<file path="src/rtl/msp_pkg.sv">
// Shared types and constants for the motion spike / protect-mode detector.
// No dependencies; every other file imports this package.
package msp_pkg;

    // Default widths of one sample axis and of the millisecond timer.
    localparam int SAMPLE_WIDTH_DEF = 16;
    localparam int TIME_WIDTH_DEF   = 32;

    // Spike counter width and its saturation value.
    localparam int         COUNT_WIDTH = 4;
    localparam logic [3:0] COUNT_MAX   = 4'd15;

    // Reset values of the configuration registers.
    localparam logic [63:0] THRESHOLD_SQ_RESET = 64'd32878756;
    localparam logic [3:0]  SPIKE_LIMIT_RESET  = 4'd3;
    localparam logic [63:0] COOLDOWN_MS_RESET  = 64'd600;

    // Configuration register indexes.
    localparam int CFG_INDEX_WIDTH = 2;
    typedef enum logic [CFG_INDEX_WIDTH-1:0] {
        CFG_THRESHOLD_SQ = 2'd0,
        CFG_SPIKE_LIMIT  = 2'd1,
        CFG_COOLDOWN_MS  = 2'd2
    } cfg_index_t;

    // Event codes carried on the result channel.
    typedef enum logic [1:0] {
        EV_RESET          = 2'd0,
        EV_SPIKE          = 2'd1,
        EV_ENTER_PROTECT  = 2'd2,
        EV_PROTECT_ACTIVE = 2'd3
    } event_t;

    // Control part of one result word; payload travels beside it.
    typedef struct packed {
        event_t                 ev;
        logic                   mode;
        logic [COUNT_WIDTH-1:0] count;
        logic                   last;
    } res_ctrl_t;

endpackage

</file>
<file path="src/rtl/motion_spike_protect_detector.sv">
// Top level of the motion spike / protect-mode detector.
// Depends on msp_pkg, msp_cfg_regs, msp_eval and msp_out_queue.
//
//  Channel  | Direction | Handshake           | Contents
//  ---------+-----------+---------------------+--------------------------------------------
//  s_       | in        | s_tvalid / s_tready | tuser: action; tdata: accel x, y, z, now_ms
//  m_       | out       | m_tvalid / m_tready | tuser: event; tdata: mode, count, delta_sq,
//           |           |                     |   timestamp; tlast: final word of the item
//  cfg_     | in        | cfg_valid/cfg_ready | cfg_index, cfg_data
//
// An input word is held in the input register; the squares, compares and state update
// are done combinationally from it, and its results enter the two-entry result queue.
// One input word per cycle is taken while the queue has room; a word that gives two results
// needs an empty queue after this cycle's pop, so it can wait behind a busy output.
// Reset (aresetn low, synchronous) clears mode, count, cooldown time and registers.
// A stall on m_tready backs up through the result queue into the input register.
module motion_spike_protect_detector
    import msp_pkg::*;
#(
    parameter int SAMPLE_WIDTH = SAMPLE_WIDTH_DEF,
    parameter int TIME_WIDTH   = TIME_WIDTH_DEF,
    localparam int DELTA_WIDTH    = 2 * SAMPLE_WIDTH + 2,
    localparam int CFG_DATA_WIDTH = (DELTA_WIDTH > TIME_WIDTH) ? DELTA_WIDTH : TIME_WIDTH,
    localparam int IN_FIELDS_W    = 3 * SAMPLE_WIDTH + TIME_WIDTH,
    localparam int IN_TDATA_W     = ((IN_FIELDS_W + 7) / 8) * 8,
    localparam int OUT_FIELDS_W   = 1 + COUNT_WIDTH + DELTA_WIDTH + TIME_WIDTH,
    localparam int OUT_TDATA_W    = ((OUT_FIELDS_W + 7) / 8) * 8
) (
    input  logic                       aclk,
    input  logic                       aresetn,
    // Input words.
    input  logic                       s_tvalid,
    output logic                       s_tready,
    input  logic [IN_TDATA_W-1:0]      s_tdata,   // accel_x, accel_y, accel_z, now_ms, zero pad
    input  logic                       s_tuser,   // action
    // Result words.
    output logic                       m_tvalid,
    input  logic                       m_tready,
    output logic [OUT_TDATA_W-1:0]     m_tdata,   // mode, spike_count, delta_sq, timestamp, pad
    output logic [1:0]                 m_tuser,   // event_res
    output logic                       m_tlast,
    // Configuration writes.
    input  logic                       cfg_valid,
    output logic                       cfg_ready,
    input  logic [CFG_INDEX_WIDTH-1:0] cfg_index,
    input  logic [CFG_DATA_WIDTH-1:0]  cfg_data
);

    logic                    in_valid_reg;
    logic                    action_reg;
    logic [IN_FIELDS_W-1:0]  fields_reg;
    logic                    advance;
    logic                    in_take;

    logic [DELTA_WIDTH-1:0]  threshold_sq;
    logic [COUNT_WIDTH-1:0]  spike_limit;
    logic [TIME_WIDTH-1:0]   cooldown_ms;

    logic [1:0]              res_count;
    res_ctrl_t               res0, res1;
    logic [DELTA_WIDTH-1:0]  delta_sq;
    logic [1:0]              remain;

    res_ctrl_t               out_res;
    logic [DELTA_WIDTH-1:0]  out_delta;
    logic [TIME_WIDTH-1:0]   out_time;

    logic signed [SAMPLE_WIDTH-1:0] accel_x, accel_y, accel_z;
    logic [TIME_WIDTH-1:0]          now_ms;

    assign cfg_ready = 1'b1;

    msp_cfg_regs #(
        .DELTA_WIDTH    (DELTA_WIDTH),
        .TIME_WIDTH     (TIME_WIDTH),
        .CFG_DATA_WIDTH (CFG_DATA_WIDTH)
    ) u_cfg (
        .aclk         (aclk),
        .aresetn      (aresetn),
        .wr_en        (cfg_valid),
        .wr_index     (cfg_index),
        .wr_data      (cfg_data),
        .threshold_sq (threshold_sq),
        .spike_limit  (spike_limit),
        .cooldown_ms  (cooldown_ms)
    );

    // The held word moves on when the queue has room for all of its results.
    assign advance  = in_valid_reg && (({1'b0, remain} + {1'b0, res_count}) <= 3'd2);
    assign s_tready = !in_valid_reg || advance;
    assign in_take  = s_tvalid && s_tready;

    // Input register.
    always_ff @(posedge aclk) begin
        if (!aresetn) begin
            in_valid_reg <= 1'b0;
        end else if (s_tready) begin
            in_valid_reg <= s_tvalid;
        end
    end

    always_ff @(posedge aclk) begin
        if (in_take) begin
            action_reg <= s_tuser;
            fields_reg <= s_tdata[IN_FIELDS_W-1:0];
        end
    end

    assign accel_x = fields_reg[SAMPLE_WIDTH-1:0];
    assign accel_y = fields_reg[2*SAMPLE_WIDTH-1:SAMPLE_WIDTH];
    assign accel_z = fields_reg[3*SAMPLE_WIDTH-1:2*SAMPLE_WIDTH];
    assign now_ms  = fields_reg[IN_FIELDS_W-1:3*SAMPLE_WIDTH];

    msp_eval #(
        .SAMPLE_WIDTH (SAMPLE_WIDTH),
        .TIME_WIDTH   (TIME_WIDTH),
        .DELTA_WIDTH  (DELTA_WIDTH)
    ) u_eval (
        .aclk         (aclk),
        .aresetn      (aresetn),
        .advance      (advance),
        .action       (action_reg),
        .accel_x      (accel_x),
        .accel_y      (accel_y),
        .accel_z      (accel_z),
        .now_ms       (now_ms),
        .threshold_sq (threshold_sq),
        .spike_limit  (spike_limit),
        .cooldown_ms  (cooldown_ms),
        .res_count    (res_count),
        .res0         (res0),
        .res1         (res1),
        .delta_sq     (delta_sq)
    );

    msp_out_queue #(
        .DELTA_WIDTH (DELTA_WIDTH),
        .TIME_WIDTH  (TIME_WIDTH)
    ) u_queue (
        .aclk       (aclk),
        .aresetn    (aresetn),
        .push       (advance),
        .push_count (res_count),
        .push_res0  (res0),
        .push_res1  (res1),
        .push_delta (delta_sq),
        .push_time  (now_ms),
        .out_ready  (m_tready),
        .out_valid  (m_tvalid),
        .out_res    (out_res),
        .out_delta  (out_delta),
        .out_time   (out_time),
        .remain     (remain)
    );

    // Pack the head result onto the output channel.
    assign m_tdata = OUT_TDATA_W'({out_time, out_delta, out_res.count, out_res.mode});
    assign m_tuser = out_res.ev;
    assign m_tlast = out_res.last;

endmodule

</file>
<file path="src/rtl/msp_cfg_regs.sv">
// Configuration registers of the motion spike detector: threshold, limit, cooldown.
// Depends on msp_pkg for register indexes and reset values.
module msp_cfg_regs
    import msp_pkg::*;
#(
    parameter int DELTA_WIDTH    = 2 * SAMPLE_WIDTH_DEF + 2,
    parameter int TIME_WIDTH     = TIME_WIDTH_DEF,
    parameter int CFG_DATA_WIDTH = DELTA_WIDTH
) (
    input  logic                       aclk,
    input  logic                       aresetn,
    input  logic                       wr_en,
    input  logic [CFG_INDEX_WIDTH-1:0] wr_index,
    input  logic [CFG_DATA_WIDTH-1:0]  wr_data,
    output logic [DELTA_WIDTH-1:0]     threshold_sq,
    output logic [COUNT_WIDTH-1:0]     spike_limit,
    output logic [TIME_WIDTH-1:0]      cooldown_ms
);

    logic [DELTA_WIDTH-1:0] threshold_reg;
    logic [COUNT_WIDTH-1:0] limit_reg;
    logic [TIME_WIDTH-1:0]  cooldown_reg;

    // Registers take a write by index; an index past the list is ignored.
    always_ff @(posedge aclk) begin
        if (!aresetn) begin
            threshold_reg <= DELTA_WIDTH'(THRESHOLD_SQ_RESET);
            limit_reg     <= SPIKE_LIMIT_RESET;
            cooldown_reg  <= TIME_WIDTH'(COOLDOWN_MS_RESET);
        end else if (wr_en) begin
            unique case (wr_index)
                CFG_THRESHOLD_SQ: threshold_reg <= wr_data[DELTA_WIDTH-1:0];
                CFG_SPIKE_LIMIT:  limit_reg     <= wr_data[COUNT_WIDTH-1:0];
                CFG_COOLDOWN_MS:  cooldown_reg  <= wr_data[TIME_WIDTH-1:0];
                default: ;
            endcase
        end
    end

    assign threshold_sq = threshold_reg;
    assign spike_limit  = limit_reg;
    assign cooldown_ms  = cooldown_reg;

endmodule

</file>
<file path="src/rtl/msp_eval.sv">
// Per-word evaluation: squared change, threshold and cooldown test, mode and count state.
// Depends on msp_pkg for event codes and the result control struct.
module msp_eval
    import msp_pkg::*;
#(
    parameter int SAMPLE_WIDTH = SAMPLE_WIDTH_DEF,
    parameter int TIME_WIDTH   = TIME_WIDTH_DEF,
    parameter int DELTA_WIDTH  = 2 * SAMPLE_WIDTH + 2
) (
    input  logic                           aclk,
    input  logic                           aresetn,
    input  logic                           advance,
    input  logic                           action,
    input  logic signed [SAMPLE_WIDTH-1:0] accel_x,
    input  logic signed [SAMPLE_WIDTH-1:0] accel_y,
    input  logic signed [SAMPLE_WIDTH-1:0] accel_z,
    input  logic [TIME_WIDTH-1:0]          now_ms,
    input  logic [DELTA_WIDTH-1:0]         threshold_sq,
    input  logic [COUNT_WIDTH-1:0]         spike_limit,
    input  logic [TIME_WIDTH-1:0]          cooldown_ms,
    output logic [1:0]                     res_count,
    output res_ctrl_t                      res0,
    output res_ctrl_t                      res1,
    output logic [DELTA_WIDTH-1:0]         delta_sq
);

    logic                           mode_reg;
    logic [COUNT_WIDTH-1:0]         count_reg;
    logic [TIME_WIDTH-1:0]          last_spike_reg;
    logic                           have_prev_reg;
    logic signed [SAMPLE_WIDTH-1:0] prev_x_reg, prev_y_reg, prev_z_reg;

    logic signed [SAMPLE_WIDTH:0]  diff_x, diff_y, diff_z;
    logic signed [DELTA_WIDTH-1:0] sq_x, sq_y, sq_z;
    logic [DELTA_WIDTH-1:0]        delta_sum;
    logic [TIME_WIDTH-1:0]         elapsed;
    logic                          spike;
    logic [COUNT_WIDTH-1:0]        count_inc;
    logic                          enter;

    // Differences against the stored sample, one extra bit for the range.
    assign diff_x = {accel_x[SAMPLE_WIDTH-1], accel_x} - {prev_x_reg[SAMPLE_WIDTH-1], prev_x_reg};
    assign diff_y = {accel_y[SAMPLE_WIDTH-1], accel_y} - {prev_y_reg[SAMPLE_WIDTH-1], prev_y_reg};
    assign diff_z = {accel_z[SAMPLE_WIDTH-1], accel_z} - {prev_z_reg[SAMPLE_WIDTH-1], prev_z_reg};

    // Three independent squares; each is non-negative, so the sum fits unsigned.
    assign sq_x      = DELTA_WIDTH'(diff_x) * DELTA_WIDTH'(diff_x);
    assign sq_y      = DELTA_WIDTH'(diff_y) * DELTA_WIDTH'(diff_y);
    assign sq_z      = DELTA_WIDTH'(diff_z) * DELTA_WIDTH'(diff_z);
    assign delta_sum = $unsigned(sq_x) + $unsigned(sq_y) + $unsigned(sq_z);

    // Elapsed time since the last detected spike wraps with the timer.
    assign elapsed = now_ms - last_spike_reg;

    assign spike = !action && have_prev_reg && (delta_sum >= threshold_sq)
                   && (elapsed >= cooldown_ms);
    assign count_inc = (count_reg == COUNT_MAX) ? count_reg : count_reg + COUNT_WIDTH'(1);
    assign enter     = spike && !mode_reg && (count_inc >= spike_limit);

    // Result words produced by this input word.
    always_comb begin
        res0      = '{ev: EV_PROTECT_ACTIVE, mode: 1'b1, count: count_reg, last: 1'b1};
        res1      = '{ev: EV_ENTER_PROTECT, mode: 1'b1, count: count_inc, last: 1'b1};
        res_count = 2'd0;
        if (action) begin
            res0      = '{ev: EV_RESET, mode: 1'b0, count: '0, last: 1'b1};
            res_count = 2'd1;
        end else if (spike && !mode_reg) begin
            res0      = '{ev: EV_SPIKE, mode: 1'b0, count: count_inc, last: !enter};
            res_count = enter ? 2'd2 : 2'd1;
        end else if (spike) begin
            res_count = 2'd1;
        end
    end

    assign delta_sq = action ? '0 : delta_sum;

    // Mode, count and timing state advance with each consumed word.
    always_ff @(posedge aclk) begin
        if (!aresetn) begin
            mode_reg       <= 1'b0;
            count_reg      <= '0;
            last_spike_reg <= '0;
            have_prev_reg  <= 1'b0;
        end else if (advance) begin
            if (action) begin
                mode_reg  <= 1'b0;
                count_reg <= '0;
            end else begin
                have_prev_reg <= 1'b1;
                if (spike) begin
                    last_spike_reg <= now_ms;
                    if (!mode_reg) begin
                        count_reg <= count_inc;
                    end
                    if (enter) begin
                        mode_reg <= 1'b1;
                    end
                end
            end
        end
    end

    // The previous sample is only read once have_prev_reg is set.
    always_ff @(posedge aclk) begin
        if (advance && !action) begin
            prev_x_reg <= accel_x;
            prev_y_reg <= accel_y;
            prev_z_reg <= accel_z;
        end
    end

endmodule

</file>
<file path="src/rtl/msp_out_queue.sv">
// Two-entry result queue that feeds the output channel, up to two words per push.
// Depends on msp_pkg for the result control struct.
module msp_out_queue
    import msp_pkg::*;
#(
    parameter int DELTA_WIDTH = 2 * SAMPLE_WIDTH_DEF + 2,
    parameter int TIME_WIDTH  = TIME_WIDTH_DEF
) (
    input  logic                   aclk,
    input  logic                   aresetn,
    input  logic                   push,
    input  logic [1:0]             push_count,
    input  res_ctrl_t              push_res0,
    input  res_ctrl_t              push_res1,
    input  logic [DELTA_WIDTH-1:0] push_delta,
    input  logic [TIME_WIDTH-1:0]  push_time,
    input  logic                   out_ready,
    output logic                   out_valid,
    output res_ctrl_t              out_res,
    output logic [DELTA_WIDTH-1:0] out_delta,
    output logic [TIME_WIDTH-1:0]  out_time,
    output logic [1:0]             remain
);

    logic [1:0]             cnt_reg, cnt_next;
    res_ctrl_t              res0_reg, res1_reg, res0_next, res1_next;
    logic [DELTA_WIDTH-1:0] delta0_reg, delta1_reg, delta0_next, delta1_next;
    logic [TIME_WIDTH-1:0]  time0_reg, time1_reg, time0_next, time1_next;
    logic                   pop;
    logic [1:0]             added;

    assign pop    = (cnt_reg != 2'd0) && out_ready;
    assign remain = cnt_reg - {1'b0, pop};
    assign added  = push ? push_count : 2'd0;

    // Entries left after the pop stay at the head; new words fill in behind.
    always_comb begin
        res0_next   = res0_reg;
        res1_next   = res1_reg;
        delta0_next = delta0_reg;
        delta1_next = delta1_reg;
        time0_next  = time0_reg;
        time1_next  = time1_reg;
        case (remain)
            2'd0: begin
                res0_next   = push_res0;
                res1_next   = push_res1;
                delta0_next = push_delta;
                delta1_next = push_delta;
                time0_next  = push_time;
                time1_next  = push_time;
            end
            2'd1: begin
                if (pop) begin
                    res0_next   = res1_reg;
                    delta0_next = delta1_reg;
                    time0_next  = time1_reg;
                end
                res1_next   = push_res0;
                delta1_next = push_delta;
                time1_next  = push_time;
            end
            default: ;
        endcase
        cnt_next = remain + added;
    end

    always_ff @(posedge aclk) begin
        if (!aresetn) begin
            cnt_reg <= 2'd0;
        end else begin
            cnt_reg <= cnt_next;
        end
    end

    always_ff @(posedge aclk) begin
        res0_reg   <= res0_next;
        res1_reg   <= res1_next;
        delta0_reg <= delta0_next;
        delta1_reg <= delta1_next;
        time0_reg  <= time0_next;
        time1_reg  <= time1_next;
    end

    assign out_valid = cnt_reg != 2'd0;
    assign out_res   = res0_reg;
    assign out_delta = delta0_reg;
    assign out_time  = time0_reg;

endmodule

</file>
<file path="config.mk">
export PLATFORM = sky130hd
export DESIGN_NAME = motion_spike_protect_detector
export DESIGN_NICKNAME = d
export VERILOG_FILES = /design/src/rtl/msp_pkg.sv /design/src/rtl/motion_spike_protect_detector.sv /design/src/rtl/msp_cfg_regs.sv /design/src/rtl/msp_eval.sv /design/src/rtl/msp_out_queue.sv
export SDC_FILE = /design/constraint.sdc
export NUM_CORES = 2
export LEC_CHECK = 0
export BUFFER_PORTS_ARGS = -buffer_cell sky130_fd_sc_hd__buf_2
export CELL_PAD_IN_SITES_DETAIL_PLACEMENT = 1
export CELL_PAD_IN_SITES_GLOBAL_PLACEMENT = 2
export CORE_MARGIN = 4
export CORE_UTILIZATION = 43
export DETAILED_ROUTE_END_ITERATION = 8
export HOLD_SLACK_MARGIN = 0.08
export PLACE_DENSITY = 0.93
export SYNTH_ARGS = -nofsm -noshare
export SYNTH_HDL_FRONTEND = slang
export SYNTH_SLANG_ARGS = --single-unit
</file>
<file path="constraint.sdc">
create_clock -name aclk -period 17.5 [get_ports aclk]
set_input_delay 0.875 -clock aclk [delete_from_list [all_inputs] [get_ports aclk]]
set_output_delay 0.875 -clock aclk [all_outputs]
set_load 0.03 [all_outputs]
</file>
==> impl_metrics.env <==
export IMPL_status="completed"
export IMPL_synth_flop_cell="edfxtp_1"
export IMPL_slowest_delay_ns=0.82
export IMPL_cts_buffer_depth=3
export IMPL_rrSetupSlack_ns=1.69
export IMPL_wl_met1_um=58550
export IMPL_cp_start_kind="register"
export IMPL_yosysSeqAreaShare_pct=21.65
export IMPL_synth_seq_cells=386
export IMPL_start_util_pct=43.50
export IMPL_min_from="fields_reg[16]"
export IMPL_critical_path_class="register to register"
export IMPL_synth_mux_area_share_pct=2.119
export IMPL_synthArstFlopShare_pct=0
export IMPL_reg2reg_depth=51
export IMPL_place_hpwl_um=119800
export IMPL_netlist_area_um2=48410
export IMPL_ios=200
export IMPL_r2r_start="fields_reg[16]"
export IMPL_ctsHoldBuffers=0
export IMPL_numCtsBuffers=42
export IMPL_top_layer="met5"
export IMPL_wl_per_cell_um=21.80
export IMPL_htreeDepth=2
export IMPL_cp_common_cell="fa_1"
export IMPL_crit_fanout=51
export IMPL_gr_total_overflow=0
export IMPL_final_antenna_net_count=0
export IMPL_netlist_cell_type_count=89
export IMPL_crit_arrival_ns=16.03
export IMPL_min_path_type="register to register"
export IMPL_synth_top_family_by_area="adder cells"
export IMPL_fp_row_count=122
export IMPL_synth_nets=6160
export IMPL_timing_fmax_mhz=63.23
export IMPL_cts_tree="yes"
export IMPL_maxSlewViolCount=0
export IMPL_syn_mean_instance_area_um2=10.19
export IMPL_synth_cells=4752
export IMPL_slowest_stage="and2_4"
export IMPL_synth_simple_area_share_pct=8.927
export IMPL_wl_met3_um=7164
export IMPL_final_cells=6461
export IMPL_routed_via_density=5.175
export IMPL_setup_viol=0
export IMPL_io_buffers=197
export IMPL_skew_ns=0.02900
export IMPL_largest_reg_flops=80
export IMPL_yosysWarnings=0
export IMPL_drcViolationCount=0
export IMPL_synth_adder_area_share_pct=47.75
export IMPL_hold_viol=0
export IMPL_endpoint_kind="register"
export IMPL_drtIter0Drc=1941
export IMPL_cap_viol_max_count=0
export IMPL_finalNetCount=6348
export IMPL_fin_util_pct=47.36
export IMPL_min_period_ns=15.81
export IMPL_synth_compound_area_share_pct=5.988
export IMPL_grt_max_degree=75
export IMPL_routed_wl_um=140900
export IMPL_vias=33440
export IMPL_clkSinkCount=386
export IMPL_tightest_slew_ns=1.254
export IMPL_root_buffer="clkbuf_16"
export IMPL_dr_pass1_iters=5
export IMPL_dieWidth_um=343.5
export IMPL_die_area_um2=118000
export IMPL_clock_latency_ns=0.59
export IMPL_cts_resized_gates=0
export IMPL_synthTopCellsByCount="inv_1, fa_1, nand2_1, nor2_1, ha_1"
export IMPL_clkTransAtPathRegs_ns=0.06
export IMPL_dp_cells=6384
export IMPL_routabilityCongestion=0.8705
export IMPL_drive_gt1_share_pct=8.711
export IMPL_dp_worst_setup_slack_ns=1.708
export IMPL_yosysTopAreaCellShare_pct=38.71
export IMPL_die_h_um=343.5
export IMPL_wl_met2_um=69660
export IMPL_synth_xor_area_share_pct=2.639
export IMPL_hold_depth=0
export IMPL_fp_coreArea_um2=111300
export IMPL_cts_setup_buffers=0
export IMPL_period_share_pct=90.37
export IMPL_rsz0062_at_grt="false"
export IMPL_area_delta_synth_final_pct=8.870
export IMPL_tns_ns=0
export IMPL_fin_ws_ns=1.686
export IMPL_antenna_found_initial=7
export IMPL_hold_end="u_eval.prev_y_reg[0]"
export IMPL_synthTopCellsByArea="fa_1, edfxtp_1, inv_1, ha_1, dfxtp_1"
export IMPL_synth_top_cell_by_area="fa_1"
export IMPL_cp_required_ns=17.71
export IMPL_yosysMostFrequentCell="inv_1"
export IMPL_slew_headroom_pct=16.10
export IMPL_synth_edf_count=275
export IMPL_grt_use_total_pct=24.57
export IMPL_rr_endpoint="fields_reg[37]"
export IMPL_grt_pass1_wl_um=223700
export IMPL_grt_pass1_vias=38570
## placed cells by master (no fill, tap or decap), types with 52 or more instances in the layout
cell	count
edfxtp_1	275
o21ai_0	58
buf_4	63
mux2_2	52
a21oi_1	154
buf_2	197
dfxtp_1	111
xnor2_1	89
nand2_1	431
fa_1	936
a21o_1	61
nor2_1	362
inv_1	1251
ha_1	350
## layout make-up
cell class / instances / area [um^2]
antenna: 2 / 5.005
clock buffer: 66 / 1254
clock inverter: 9 / 88.84
fill: 12480 / 58570
inverter: 1274 / 4783
multi-input combinational: 2976 / 32770
sequential: 386 / 10480
tap: 1488 / 1862
timing repair buffer: 260 / 1459
## layer usage
layer	vias up	global-route usage [%]
met5	-	0
met4	4	7.846
met3	290	3.220
met1	17420	31.68
li1	14790	-
met2	928	43.08
## worst max path at each step
stage	endpoint	cells after the start	from
2_1_floorplan	action_reg	48	fields_reg[32]
3_3_place_gp	fields_reg[32]	51	fields_reg[16]
3_5_place_dp	fields_reg[32]	51	fields_reg[16]
4_1_cts	fields_reg[37]	51	fields_reg[16]
5_1_grt	fields_reg[38]	51	fields_reg[16]
6_report	fields_reg[37]	51	fields_reg[16]
## metrics by stage
stage	instance area [um^2]	hold WS, ns
2_1_floorplan	48410	0.4264
3_3_place_gp	51360	0.4296
3_5_place_dp	51360	0.4475
4_1_cts	52700	0.4258
5_1_grt	52700	0.4216
6_report	52710	0.4546
## worst max-delay path: cells and delay by family, from the launching register on
family                     cells  cell delay, ns
buffers and inverters         10            1.79
adders and majority gates     15            6.71
DFF                            1            0.38
xor gates and xnor gates       1            0.33
and+or+nand+nor               10            2.68
AOI/OAI and AO/OA             15            3.52
## cell families (layout without fill, tap and decap cells)
group	Yosys count	count (layout)
AOI/OAI and AO/OA	437	437
xor gates and xnor gates	145	145
adders and majority gates	1286	1286
buffers and inverters	1390	1609
DFF	386	386
muxes	96	96
other	2	4
and+or+nand+nor	1010	1010
Power is not shown: default switching activity piles up to over one toggle a cycle in this logic, so the estimate is an artifact.
